## src/sv/assert_macros.svh

```systemverilog
// Assertion macros shared by the page-fault counter RTL.
// No dependencies; the including module must provide clk and rst_n.
`ifndef ASSERT_MACROS_SVH
`define ASSERT_MACROS_SVH

// Checked only while the block is out of reset.
`define LPFC_ASSERT(label, prop, msg) \
  label: assert property (@(posedge clk) disable iff (!rst_n) prop) else $error(msg);

// Checked on every clock edge, reset included.
`define LPFC_ASSERT_ALWAYS(label, prop, msg) \
  label: assert property (@(posedge clk) prop) else $error(msg);

`endif

```

## src/sv/lpfc_pkg.sv

```systemverilog
// Package for the LRU page-fault counter: sizes, register map and shared types.
// No dependencies; used by the interfaces, the RTL modules and the testbench.
`default_nettype none

package lpfc_pkg;

  localparam int unsigned FRAME_DEPTH = 16;
  localparam int unsigned PAGE_BITS   = 16;
  localparam int unsigned IDX_W       = (FRAME_DEPTH > 1) ? $clog2(FRAME_DEPTH) : 1;

  localparam int unsigned IN_PAGE_W  = 16;
  localparam int unsigned OUT_PAGE_W = 16;
  localparam int unsigned COUNT_W    = 16;
  localparam logic [COUNT_W-1:0] COUNT_MAX = '1;

  localparam int unsigned CAP_W = 5;
  localparam logic [CAP_W-1:0] CAP_RESET = 5'd16;

  localparam int unsigned PADDR_W = 3;
  localparam int unsigned PDATA_W = 32;
  localparam logic [PADDR_W-3:0] REG_CAPACITY = '0;

  typedef logic [PAGE_BITS-1:0] page_t;

  typedef struct packed {
    logic  step;
    logic  first;
    logic  hit;
    logic  evict;
    page_t page;
  } cell_ctrl_t;

  typedef struct packed {
    logic             step;
    logic             first;
    logic [IDX_W-1:0] cap_idx;
    page_t            page;
  } chain_req_t;

  typedef struct packed {
    logic  hit;
    logic  evict;
    page_t evict_page;
  } chain_rsp_t;

endpackage

`default_nettype wire

```

## src/sv/lpfc_if.sv

```systemverilog
// Handshake interfaces for the reference channel and the result channel.
// Depends on lpfc_pkg for the field widths.
`default_nettype none

interface lpfc_in_if;
  logic                            valid;
  logic                            ready;
  logic [lpfc_pkg::IN_PAGE_W-1:0]  page_number;
  logic                            first_in_run;
  logic                            last_in_run;

  modport source (output valid, page_number, first_in_run, last_in_run, input ready);
  modport sink   (input valid, page_number, first_in_run, last_in_run, output ready);
endinterface

interface lpfc_out_if;
  logic                             valid;
  logic                             ready;
  logic                             fault;
  logic                             evicted_valid;
  logic [lpfc_pkg::OUT_PAGE_W-1:0]  evicted_page;
  logic [lpfc_pkg::COUNT_W-1:0]     fault_total;
  logic                             run_done;

  modport source (output valid, fault, evicted_valid, evicted_page, fault_total, run_done,
                  input ready);
  modport sink   (input valid, fault, evicted_valid, evicted_page, fault_total, run_done,
                  output ready);
endinterface

`default_nettype wire

```

## src/sv/lpfc_cell.sv

```systemverilog
// One frame of the recency chain: a page register and its valid bit.
// Depends on lpfc_pkg for cell_ctrl_t and page_t.
`default_nettype none

module lpfc_cell (
  input  wire                   clk,
  input  wire                   rst_n,
  input  lpfc_pkg::cell_ctrl_t  ctrl,
  input  wire                   prev_valid,
  input  wire                   passed,
  input  lpfc_pkg::page_t       nxt_page,
  input  wire                   nxt_valid,
  output lpfc_pkg::page_t       page_o,
  output logic                  valid_o,
  output logic                  match_o
);

  lpfc_pkg::page_t page_r, page_nxt;
  logic            valid_r, valid_nxt;
  logic            v, shift, tail, fill;

  // A run start makes the whole chain look empty for this reference.
  assign v       = valid_r & ~ctrl.first;
  assign match_o = v & (page_r == ctrl.page);
  assign shift   = v & (ctrl.hit ? passed : ctrl.evict);
  assign tail    = v & ~nxt_valid;
  assign fill    = ~ctrl.hit & ~ctrl.evict & ~v & prev_valid;

  always_comb begin
    valid_nxt = v | fill;
    page_nxt  = page_r;
    if (shift) begin
      page_nxt = tail ? ctrl.page : nxt_page;
    end else if (fill) begin
      page_nxt = ctrl.page;
    end
  end

  always_ff @(posedge clk) begin
    if (!rst_n) begin
      valid_r <= 1'b0;
    end else if (ctrl.step) begin
      valid_r <= valid_nxt;
    end
  end

  always_ff @(posedge clk) begin
    if (ctrl.step) begin
      page_r <= page_nxt;
    end
  end

  assign page_o  = page_r;
  assign valid_o = valid_r;

endmodule

`default_nettype wire

```

## src/sv/lpfc_chain.sv

```systemverilog
// Row of recency cells, least recent at cell 0, with the hit and eviction decision.
// Depends on lpfc_pkg, lpfc_cell and assert_macros.svh.
`default_nettype none
`include "assert_macros.svh"

module lpfc_chain (
  input  wire                   clk,
  input  wire                   rst_n,
  input  lpfc_pkg::chain_req_t  req,
  output lpfc_pkg::chain_rsp_t  rsp
);

  lpfc_pkg::page_t                  cell_page [lpfc_pkg::FRAME_DEPTH];
  logic [lpfc_pkg::FRAME_DEPTH-1:0] cell_valid;
  logic [lpfc_pkg::FRAME_DEPTH-1:0] cell_match;
  logic [lpfc_pkg::FRAME_DEPTH:0]   pass;
  lpfc_pkg::cell_ctrl_t             ctrl;
  logic                             hit, full;

  // The match flag ripples toward the most recent end; every occupied cell at or past
  // the hit takes its neighbor's page, and the most recent one takes the reference.
  assign pass[0] = 1'b0;
  assign hit     = pass[lpfc_pkg::FRAME_DEPTH];
  // Valid cells form a prefix, so the store is full when the frame at the
  // capacity limit holds a page.
  assign full    = cell_valid[req.cap_idx] & ~req.first;

  assign ctrl.step  = req.step;
  assign ctrl.first = req.first;
  assign ctrl.hit   = hit;
  assign ctrl.evict = ~hit & full;
  assign ctrl.page  = req.page;

  for (genvar i = 0; i < lpfc_pkg::FRAME_DEPTH; i++) begin : g_cell
    logic            prev_v;
    logic            nv;
    lpfc_pkg::page_t np;

    assign pass[i+1] = pass[i] | cell_match[i];

    if (i == 0) begin : g_head
      assign prev_v = 1'b1;
    end else begin : g_body
      assign prev_v = cell_valid[i-1] & ~req.first;
    end

    if (i == lpfc_pkg::FRAME_DEPTH - 1) begin : g_end
      assign nv = 1'b0;
      assign np = '0;
    end else begin : g_mid
      assign nv = cell_valid[i+1];
      assign np = cell_page[i+1];
    end

    lpfc_cell u_cell (
      .clk        (clk),
      .rst_n      (rst_n),
      .ctrl       (ctrl),
      .prev_valid (prev_v),
      .passed     (pass[i+1]),
      .nxt_page   (np),
      .nxt_valid  (nv),
      .page_o     (cell_page[i]),
      .valid_o    (cell_valid[i]),
      .match_o    (cell_match[i])
    );
  end

  assign rsp.hit        = hit;
  assign rsp.evict      = ctrl.evict;
  assign rsp.evict_page = cell_page[0];

  // Resident pages are unique, so at most one frame matches.
  `LPFC_ASSERT(a_single_match, $onehot0(cell_match), "more than one frame matched the page")
  // Occupied frames always form a prefix of the chain.
  `LPFC_ASSERT(a_valid_prefix, ((cell_valid & (cell_valid + 1'b1)) == '0),
    "occupied frames are not contiguous from the least recent end")
  // A hit only reorders pages; occupancy stays the same.
  `LPFC_ASSERT(a_hit_keeps_occupancy, (req.step && hit) |=> (cell_valid == $past(cell_valid)),
    "a hit changed the set of occupied frames")

endmodule

`default_nettype wire

```

## src/sv/lru_page_fault_counter_core.sv

```systemverilog
// Top level of the LRU page-fault counter: handshakes, capacity register,
// fault count and result register. Depends on lpfc_pkg, lpfc_if, lpfc_chain.
//
// The block keeps up to FRAME_DEPTH resident pages in a chain of frame
// cells ordered from least to most recently used, and takes one page
// reference per item. Every frame compares its page with the reference in
// parallel, so each item is decided combinationally and its result is
// held in an output register from the next cycle on. A new item is taken in
// the cycle in which the previous result leaves or later, so items follow
// back to back while the receiver keeps up, and a result that waits holds
// off the input. The limit is the match, shift and fault count update
// through the chain.
// A hit moves the page to the most recent end. A miss raises the fault
// count, which saturates at its maximum, and either fills the next free
// frame or, with capacity frames occupied, evicts the least recent page and
// reports it. Setting first_in_run empties the store and clears the count
// before that reference is handled, and last_in_run is echoed as run_done.
// Capacity is written through the APB port at byte address 0; zero acts as
// one and values above FRAME_DEPTH act as FRAME_DEPTH. Lowering it while
// more frames are occupied does not drop pages: each later miss evicts one
// page and adds one. Write capacity only while no item is in flight.
`default_nettype none
`include "assert_macros.svh"

module lru_page_fault_counter_core (
  input  wire                              clk,
  input  wire                              rst_n,
  lpfc_in_if.sink                          in_ch,
  lpfc_out_if.source                       out_ch,
  input  wire                              psel,
  input  wire                              penable,
  input  wire                              pwrite,
  input  wire  [lpfc_pkg::PADDR_W-1:0]     paddr,
  input  wire  [lpfc_pkg::PDATA_W-1:0]     pwdata,
  output logic [lpfc_pkg::PDATA_W-1:0]     prdata,
  output logic                             pready
);

  logic [lpfc_pkg::CAP_W-1:0]   cap_r;
  logic [lpfc_pkg::CAP_W-1:0]   cap_m1;
  logic [lpfc_pkg::IDX_W-1:0]   cap_idx;
  logic [lpfc_pkg::COUNT_W-1:0] cnt_r, cnt_base, cnt_nxt;
  logic                         reg_sel, cfg_wr;
  logic                         in_ready, step;
  lpfc_pkg::chain_req_t         req;
  lpfc_pkg::chain_rsp_t         rsp;

  logic                            out_valid_r;
  logic                            out_fault_r;
  logic                            out_ev_valid_r;
  logic [lpfc_pkg::OUT_PAGE_W-1:0] out_ev_page_r;
  logic [lpfc_pkg::COUNT_W-1:0]    out_total_r;
  logic                            out_done_r;

  // Configuration port. Every access completes in its access cycle.
  assign reg_sel = (paddr[lpfc_pkg::PADDR_W-1:2] == lpfc_pkg::REG_CAPACITY);
  assign cfg_wr  = psel & penable & pwrite & reg_sel;
  assign pready  = 1'b1;
  assign prdata  = reg_sel ? lpfc_pkg::PDATA_W'(cap_r) : '0;

  // Clamp the capacity into 1..FRAME_DEPTH and turn it into a frame index.
  assign cap_m1  = (cap_r == '0) ? '0 : cap_r - 1'b1;
  assign cap_idx = (32'(cap_m1) >= lpfc_pkg::FRAME_DEPTH) ?
                   lpfc_pkg::IDX_W'(lpfc_pkg::FRAME_DEPTH - 1) :
                   lpfc_pkg::IDX_W'(cap_m1);

  // The output register frees up as soon as its result is taken.
  assign in_ready    = ~out_valid_r | out_ch.ready;
  assign in_ch.ready = in_ready;
  assign step        = in_ch.valid & in_ready;

  assign req.step    = step;
  assign req.first   = in_ch.first_in_run;
  assign req.cap_idx = cap_idx;
  assign req.page    = lpfc_pkg::PAGE_BITS'(in_ch.page_number);

  lpfc_chain u_chain (
    .clk   (clk),
    .rst_n (rst_n),
    .req   (req),
    .rsp   (rsp)
  );

  // Fault count: cleared by a run start, then saturating on each miss.
  always_comb begin
    cnt_base = in_ch.first_in_run ? '0 : cnt_r;
    cnt_nxt  = cnt_base;
    if (!rsp.hit && (cnt_base != lpfc_pkg::COUNT_MAX)) begin
      cnt_nxt = cnt_base + 1'b1;
    end
  end

  always_ff @(posedge clk) begin
    if (!rst_n) begin
      cap_r       <= lpfc_pkg::CAP_RESET;
      cnt_r       <= '0;
      out_valid_r <= 1'b0;
    end else begin
      if (cfg_wr) begin
        cap_r <= pwdata[lpfc_pkg::CAP_W-1:0];
      end
      if (step) begin
        cnt_r       <= cnt_nxt;
        out_valid_r <= 1'b1;
      end else if (out_ch.ready) begin
        out_valid_r <= 1'b0;
      end
    end
  end

  always_ff @(posedge clk) begin
    if (step) begin
      out_fault_r    <= ~rsp.hit;
      out_ev_valid_r <= rsp.evict;
      out_ev_page_r  <= rsp.evict ? lpfc_pkg::OUT_PAGE_W'(rsp.evict_page) : '0;
      out_total_r    <= cnt_nxt;
      out_done_r     <= in_ch.last_in_run;
    end
  end

  assign out_ch.valid         = out_valid_r;
  assign out_ch.fault         = out_fault_r;
  assign out_ch.evicted_valid = out_ev_valid_r;
  assign out_ch.evicted_page  = out_ev_page_r;
  assign out_ch.fault_total   = out_total_r;
  assign out_ch.run_done      = out_done_r;

  // A miss within a run that is not yet saturated advances the count by one.
  `LPFC_ASSERT(a_count_step,
    (step && !in_ch.first_in_run && !rsp.hit && cnt_r != lpfc_pkg::COUNT_MAX) |=>
    (cnt_r == $past(cnt_r) + 1'b1), "fault count did not advance on a miss")
  // An eviction is only ever reported together with a fault.
  `LPFC_ASSERT(a_evict_is_fault, (out_valid_r && out_ev_valid_r) |-> out_fault_r,
    "eviction reported on a hit")

endmodule

`default_nettype wire

```

## src/flat_wrapper.sv

```systemverilog
// flat-port wrapper written by rule: the top's interface ports become plain ports
module lru_page_fault_counter_core_flat 
  (clk, rst_n, psel, penable, pwrite, paddr, pwdata, prdata, pready, in_ch_valid, in_ch_page_number, in_ch_first_in_run, in_ch_last_in_run, in_ch_ready, out_ch_valid, out_ch_fault, out_ch_evicted_valid, out_ch_evicted_page, out_ch_fault_total, out_ch_run_done, out_ch_ready);
  lpfc_in_if in_ch_i ();
  lpfc_out_if out_ch_i ();
  input  wire clk;
  input  wire rst_n;
  input  wire psel;
  input  wire penable;
  input  wire pwrite;
  input  wire  [lpfc_pkg::PADDR_W-1:0] paddr;
  input  wire  [lpfc_pkg::PDATA_W-1:0] pwdata;
  output logic [lpfc_pkg::PDATA_W-1:0] prdata;
  output logic pready;
  input wire logic [$bits(in_ch_i.valid)-1:0] in_ch_valid;
  input wire logic [$bits(in_ch_i.page_number)-1:0] in_ch_page_number;
  input wire logic [$bits(in_ch_i.first_in_run)-1:0] in_ch_first_in_run;
  input wire logic [$bits(in_ch_i.last_in_run)-1:0] in_ch_last_in_run;
  output wire logic [$bits(in_ch_i.ready)-1:0] in_ch_ready;
  output wire logic [$bits(out_ch_i.valid)-1:0] out_ch_valid;
  output wire logic [$bits(out_ch_i.fault)-1:0] out_ch_fault;
  output wire logic [$bits(out_ch_i.evicted_valid)-1:0] out_ch_evicted_valid;
  output wire logic [$bits(out_ch_i.evicted_page)-1:0] out_ch_evicted_page;
  output wire logic [$bits(out_ch_i.fault_total)-1:0] out_ch_fault_total;
  output wire logic [$bits(out_ch_i.run_done)-1:0] out_ch_run_done;
  input wire logic [$bits(out_ch_i.ready)-1:0] out_ch_ready;
  assign in_ch_i.valid = in_ch_valid;
  assign in_ch_i.page_number = in_ch_page_number;
  assign in_ch_i.first_in_run = in_ch_first_in_run;
  assign in_ch_i.last_in_run = in_ch_last_in_run;
  assign in_ch_ready = in_ch_i.ready;
  assign out_ch_valid = out_ch_i.valid;
  assign out_ch_fault = out_ch_i.fault;
  assign out_ch_evicted_valid = out_ch_i.evicted_valid;
  assign out_ch_evicted_page = out_ch_i.evicted_page;
  assign out_ch_fault_total = out_ch_i.fault_total;
  assign out_ch_run_done = out_ch_i.run_done;
  assign out_ch_i.ready = out_ch_ready;
  lru_page_fault_counter_core u_core (.clk(clk), .rst_n(rst_n), .in_ch(in_ch_i), .out_ch(out_ch_i), .psel(psel), .penable(penable), .pwrite(pwrite), .paddr(paddr), .pwdata(pwdata), .prdata(prdata), .pready(pready));
endmodule
```

## config.mk

```make
export PLATFORM = sky130hd
export DESIGN_NAME = lru_page_fault_counter_core_flat
export DESIGN_NICKNAME = d
export VERILOG_FILES = /design/src/sv/lpfc_pkg.sv /design/src/sv/lpfc_if.sv /design/src/sv/lpfc_cell.sv /design/src/sv/lpfc_chain.sv /design/src/sv/lru_page_fault_counter_core.sv /design/src/flat_wrapper.sv
export VERILOG_INCLUDE_DIRS = /design/src /design/src/sv
export SDC_FILE = /design/constraint.sdc
export NUM_CORES = 1
export LEC_CHECK = 0
export BUFFER_PORTS_ARGS = -buffer_cell sky130_fd_sc_hd__buf_2
export CORE_ASPECT_RATIO = 0.9
export CORE_MARGIN = 1.5
export CORE_UTILIZATION = 45
export CTS_BUF_LIST = sky130_fd_sc_hd__clkbuf_4 sky130_fd_sc_hd__clkbuf_8
export CTS_CLUSTER_DIAMETER = 120
export CTS_CLUSTER_SIZE = 28
export DETAILED_ROUTE_END_ITERATION = 12
export PLACE_DENSITY_LB_ADDON = 0.2
export SLEW_MARGIN = 20
export SYNTH_ARGS = -nofsm -noshare
export SYNTH_HDL_FRONTEND = slang
export SYNTH_SLANG_ARGS = --single-unit
export TNS_END_PERCENT = 30
```

## constraint.sdc

```tcl
create_clock -name clk -period 9.4 [get_ports clk]
set_clock_uncertainty 0.05 [all_clocks]
set_input_delay 2.82 -clock clk [delete_from_list [all_inputs] [get_ports clk]]
set_output_delay 2.82 -clock clk [all_outputs]
set_load 0.005 [all_outputs]
```

## Yosys cells after proc, flatten, opt, wreduce, memory -nomap -nowiden

Index checks and enable logic that the tools add are counted.

| word-level totals | value |
|---|---|
| bits in registers | 329 |
| input bits | 60 |
| logic and storage cells | 339 |

| cells by class | value |
|---|---|
| add/subtract/negate cells | 2 |
| $lt $le $gt $ge | 2 |
| eq/ne operators | 17 |
| muxes and demuxes | 73 |
| bitwise gates (word level) | 169 |
| reductions and logical operators | 36 |

Operators by type and width:

| operator | count |
|---|---|
| $mux 16 | 50 |
| $eq 16x16->1 | 16 |
| $and 1x1->1 | 101 |
| $not 1->1 | 36 |
| $reduce_bool 2->1 | 17 |
| $or 1x1->1 | 32 |
| $reduce_and 2->1 | 16 |
| $mux 1 | 19 |
| $add 16x1->16 const B | 1 |
| $ne 16x16->1 const B | 1 |
| $mux 5 | 2 |
| $ge 5x5->1 const B | 1 |
| $logic_not 5->1 | 1 |
| $lt 4x5->1 const B | 1 |
| $sub 5x1->5 const B | 1 |
| $bmux 1 s4 | 1 |
| $mux 4 | 1 |
| $logic_and 1x1->1 | 1 |
| $logic_not 1->1 | 1 |

## Longest topological paths before layout

| logic depth | value |
|---|---|
| word-level depth | 26 |
| gate-level depth with buffers | 15 |
| depth with buffers taken out | 11 |

## Hierarchy

From an unflattened synthesis, not the netlist that was laid out.

| second synthesis, totals | value |
|---|---|
| cells, all modules | 1426 |
| area total of the unflattened synthesis | 19316.0 um^2 |

By module, submodules not included:

| module | instances | cells an instance | area each (um^2) | seq. area each (um^2) |
|---|---|---|---|---|
| lpfc_cell | 16 | 66 | 989.7 | 500.5 |
| lru_page_fault_counter_core | 1 | 314 | 3088.0 | 1491.4 |
| lpfc_chain | 1 | 56 | 392.9 | 0.0 |

## Worst setup path after synthesis

Ideal clock, no wire load.

| timing path | value |
|---|---|
| path kind | input-to-reg |
| start | input port in_ch_page_number[14] |
| end | register u_core.u_chain.g_cell[0].u_cell.page_r[0], enable pin |
| arrival time | 6.020 ns |
| required time | 8.936 ns |
| path slack | 2.916 ns |
| cell stages on the path | 12 |
| buffers on the path | 4 |
| cells stage by stage | buf_2 buf_6 xnor2_1 nand4_1 and4bb_2 a22oi_1 nand4_1 nor2_2 nand2_2 buf_4 clkbuf_1 a211oi_1 |

| on the way | value |
|---|---|
| cells in the longest elaborated chain, start to end | 24 |
| elaborated cells on any way between the ends | 56 |
| classes of those cells | 16 x eq/ne; 1 x mux; 37 x bitwise; 2 x reduce/logical |

Ends and longest elaborated chain:

| element | line | text |
|---|---|---|
| from (decl) | flat_wrapper.sv:16 | `input wire logic [$bits(in_ch_i.page_number)-1:0] in_ch_page_number;` |
| $eq 16x16->1 | lpfc_cell.sv:24 | `assign match_o = v & (page_r == ctrl.page);` |
| $and 1x1->1 | lpfc_cell.sv:24 |  |
| $or 1x1->1 (15 in a row) | lpfc_chain.sv:39 | `assign pass[i+1] = pass[i] \| cell_match[i];` |
| $not 1->1 | lpfc_cell.sv:27, lpfc_chain.sv:31 |  |
| $and 1x1->1 | lpfc_chain.sv:31 | `assign ctrl.evict = ~hit & full;` |
| $not 1->1 | lpfc_cell.sv:27 | `assign fill = ~ctrl.hit & ~ctrl.evict & ~v & prev_valid;` |
| $and 1x1->1 (2 in a row) | lpfc_cell.sv:27 |  |
| $reduce_bool 2->1 (no line) * | - |  |
| $reduce_and 2->1 (no line) * | - |  |
| to (signal assigned) | lpfc_cell.sv:49 | `page_r <= page_nxt;` |
| to (decl) | lpfc_cell.sv:18 | `lpfc_pkg::page_t page_r, page_nxt;` |

Mark *: on every way between the ends. The rest lies on a longest branch, timed or not.
A chain may end at the register's enable or synchronous reset.

## Final worst setup path

| timing path | value |
|---|---|
| start | input port in_ch_page_number[6] |
| end | register u_core.u_chain.g_cell[11].u_cell.page_r[8] (data pin) |

| on the way | value |
|---|---|
| cells in the longest elaborated chain, start to end | 22 |
| elaborated cells on any way between the ends | 52 |
| classes of those cells | 16 x eq/ne; 2 x mux; 34 x bitwise |

Ends and longest elaborated chain:

| element | line | text |
|---|---|---|
| $eq 16x16->1 | lpfc_cell.sv:24 |  |
| $and 1x1->1 | lpfc_cell.sv:24 |  |
| $or 1x1->1 (15 in a row) | lpfc_chain.sv:39 |  |
| $not 1->1 | lpfc_chain.sv:31 |  |
| $and 1x1->1 | lpfc_chain.sv:31 |  |
| $mux 1 * | lpfc_cell.sv:25 | `assign shift = v & (ctrl.hit ? passed : ctrl.evict);` |
| $and 1x1->1 * | lpfc_cell.sv:25 |  |
| $mux 16 * | lpfc_cell.sv:32 | `if (shift) begin` |
| via u_core.u_chain.g_cell[11].u_cell.page_nxt[8] | lpfc_cell.sv:18 |  |
| to (signal assigned) | lpfc_cell.sv:49 |  |
| to (decl) | lpfc_cell.sv:18 |  |

The timed path passes the listed nets; every way through them passes the cells marked *.

==> results.json <==
{
  "status": "finished, final reports clean",
  "path_class": "primary input to flop",
  "holdPathEnd": "u_core.cnt_r[1]",
  "overflow": 0,
  "first_global_vias": 11200,
  "arrival_ps": 7140,
  "drt-total-wl_um": 44100,
  "post-cts-setup-buffers": 0,
  "post-dp-hpwl_um": 30500,
  "cp_data_required_time_ps": 9710,
  "crit_path_cell_trace": "buf_2 -> buf_4 -> xor2_1 -> nor4_1 -> nor4bb_1 -> a2bb2oi_1 -> nand4_1 -> nor2_2 -> nand2_2 -> nand4b_1 -> mux2_2",
  "place_area_sq_um": 19100,
  "syn_avg_cell_area_sq_um": 12.4,
  "cts_buffers": 15,
  "setup_violations": 0,
  "die_height_um": 197,
  "drtIter0Drc": 769,
  "yosysWarningCount": 0,
  "firstDrtPassIters": 5,
  "grt_max_degree": 61,
  "vias_per_cell": 5.55,
  "rows": 70,
  "synth_edf_count": 291,
  "final_area_sq_um": 19300,
  "max_cap_viol_count": 0,
  "ys.flop_type": "edfxtp_1",
  "grt.total_usage_pct": 20.6,
  "drive_gt1_share_pct": 23.1,
  "hold_viol": 0,
  "power_density_nw_per_um2": 129,
  "tns_ps": 0,
  "start_kind": "primary input",
  "worst-r2r-setup-slack_ps": 4690,
  "place.gp.congestion": 0.808,
  "cts_hold_buf": 0,
  "ant_nets": 0,
  "clock_latency_ps": 610,
  "max_freq_mhz": 146,
  "grt_pass1_wl_um": 67500,
  "ios": 130,
  "num_vias": 11300,
  "portBuffers": 72,
  "ir_drop_uv": 130,
  "post-place-ws_ps": 2020,
  "root_buffer": "clkbuf_8",
  "clock-sinks": 329,
  "ctsResizeCount": 0,
  "hold_depth": 2,
  "final_max_slew_viol_count": 0,
  "hold_path.class": "flop to flop",
  "cts_tree": "done",
  "reg2reg_to": "u_core.u_chain.g_cell[11].u_cell.page_o[8]",
  "fin_ws_ps": 2570,
  "crit_fanout": 23,
  "cts_max_path_buffers": 3,
  "fillCellCount": 3620,
  "syn_area_sq_um": 18700,
  "ys_seq_elements": 329,
  "dieWidth_um": 218,
  "ys_seq_area_share_pct": 50.7,
  "n_antenna_cell": 0,
  "synthArstFlopShare_pct": 0,
  "clk_pin_slew_ps": 180,
  "drc_errors": 0,
  "nNetsFinal": 1549,
  "antenna_found_initial": 0,
  "core_sq_um": 40800,
  "area_growth_pct": 3.27,
  "finalCritPeriodShare_pct": 72.7,
  "hp-start": "u_core.cnt_r[1]",
  "h-tree-depth": 1,
  "finalCriticalPeriod_ps": 6830,
  "r2r.worst_path.cells": 10,
  "rsz0062_at_grt": "false",
  "cp-end-kind": "flop",
  "dieArea_sq_um": 42900,
  "crit_slowest_cell": "nand4b_1",
  "wire_per_inst_um": 21.6,
  "worst_pin_slew_ps": 1040,
  "worstReg2RegStart": "u_core.cap_r[0]",
  "relSlewSlack_pct": 30.4,
  "p_leak_nw": 6.37,
  "critPathMaxStageDelay_ps": 850,
  "yosysUniqueCellTypes": 87,
  "synthCells": 1505,
  "start_util_pct": 45.9
}
-- sequential cells by signal, summed over array words and instances, names as in the netlist --
name,count
u_core.u_chain.g_cell.u_cell.page_o,256
u_core.out_ch.evicted_page,16
u_core.cnt_r,16
u_core.out_ch.fault,1
u_core.out_ch.run_done,1
u_core.cap_r,5
u_core.out_ch.evicted_valid,1
u_core.u_chain.g_cell.u_cell.valid_o,16
u_core.out_ch.fault_total,16
u_core.out_ch.valid,1
-- final cells by class --
type                    instances  area, sq um  area share, %
well taps                     540          676           3.49
clock buffers                  24          274           1.42
clock inverters                 1         8.76         0.0453
repair buffers                101          578           2.99
multi-input cells            1027         8260           42.7
inverters                      13         50.0          0.259
flip-flops and latches        329         9500           49.1
-- logic make-up after synthesis --
group,count (synthesis),share of synthesized area (%)
simple gates,362,11.2
flops,329,50.7
xor+xnor,268,12.6
mux,251,15.3
buf+inv,175,5.83
compound gates,115,4.16
fa+ha+maj,3,0.207
other cells,2,0.0401
-- cells in the mapped netlist, types with 27 or more instances --
library cell | n | area [sq um]
dfxtp_1 | 38 | 761
edfxtp_1 | 291 | 8740
nor2_1 | 56 | 210
nand3_1 | 43 | 215
a31oi_1 | 27 | 169
nand2_1 | 48 | 180
buf_2 | 38 | 190
nor4_1 | 29 | 181
nand4_1 | 38 | 238
clkbuf_1 | 52 | 195
a21oi_1 | 28 | 140
mux2_2 | 178 | 2000
buf_4 | 43 | 323
xor2_1 | 126 | 1100
mux2_1 | 54 | 608
xnor2_1 | 141 | 1230
buf_6 | 28 | 315
-- worst max path at each step --
| stage | start | to | slack [ps] | cells past startpoint |
|---|---|---|---|---|
| global placement | in_ch_page_number[5] | u_core.u_chain.g_cell[15].u_cell.page_o[13] | 1950 | 11 |
| floorplan | in_ch_page_number[14] | u_core.u_chain.g_cell[0].u_cell.page_o[0] | 2920 | 12 |
| finish | in_ch_page_number[6] | u_core.u_chain.g_cell[11].u_cell.page_o[8] | 2570 | 11 |
| global route | in_ch_page_number[5] | u_core.u_chain.g_cell[11].u_cell.page_o[8] | 2350 | 11 |
| CTS | in_ch_page_number[6] | u_core.u_chain.g_cell[11].u_cell.page_o[8] | 2600 | 11 |
| detailed placement | in_ch_page_number[6] | u_core.u_chain.g_cell[11].u_cell.page_o[8] | 2020 | 11 |
-- cells in the final DEF (no fill, tap or decap), types with 8 or more instances in the layout --
cell type	Yosys	layout
nand3b_1	10	10
nor2_1	56	56
dfxtp_1	38	38
mux2_2	178	178
nand2_1	48	48
inv_1	12	12
a31oi_1	27	27
o21ai_0	15	15
buf_4	43	29
nand4_1	38	38
mux2i_1	8	8
buf_2	38	72
mux2_4	10	10
xor2_1	126	126
clkbuf_4	0	9
or3_1	15	15
nor4_1	29	29
and2_1	22	22
nor2b_1	13	13
edfxtp_1	291	291
xnor2_1	141	141
mux2_1	54	54
and3_1	11	11
nand3_1	43	43
conb_1	2	28
a21oi_1	28	27
clkbuf_8	0	15
nor3_1	22	21
-- power by group --
part / total (W) / internal (W) / switching (W)
registers: 0.00162 / 0.00161 / 0.00000989
clock network: 0.000645 / 0.000190 / 0.000455
logic: 0.000237 / 0.0000968 / 0.000141
total: 0.00250 / 0.00189 / 0.000605
-- routing by layer --
| metal | vias to the layer above | routed length, um | GRT usage [%] |
|---|---|---|---|
| met5 | - | 0 | 0 |
| met2 | 231 | 22000 | 36.5 |
| met4 | 0 | 1030 | 5.16 |
| met3 | 50 | 1630 | 2.44 |
| li1 | 5367 | - | - |
| met1 | 5656 | 19400 | 26.8 |
-- worst max-delay path, delay by kind of cell --
family | cells | cell delay, ps
AND/OR/NAND/NOR | 6 | 2510
buffers and inverters | 2 | 890
multiplexers | 1 | 610
AO/OA/AOI/OAI | 1 | 170
XOR/XNOR | 1 | 90
-- metrics by stage --
| stage | total power (W) | utilization (%) | std cells | hold slack, ps |
|---|---|---|---|---|
| finish | 0.00250 | 47.4 | 2035 | 441 |
| global placement | 0.00188 | 46.7 | 2010 | 416 |
| floorplan | 0.00184 | - | 1531 | 395 |
| CTS | 0.00253 | 47.4 | 2035 | 440 |
| detailed placement | 0.00189 | 46.7 | 2010 | 416 |
| global route | 0.00258 | 47.4 | 2035 | 486 |
Note: power is estimated with default switching activity, not from simulation.
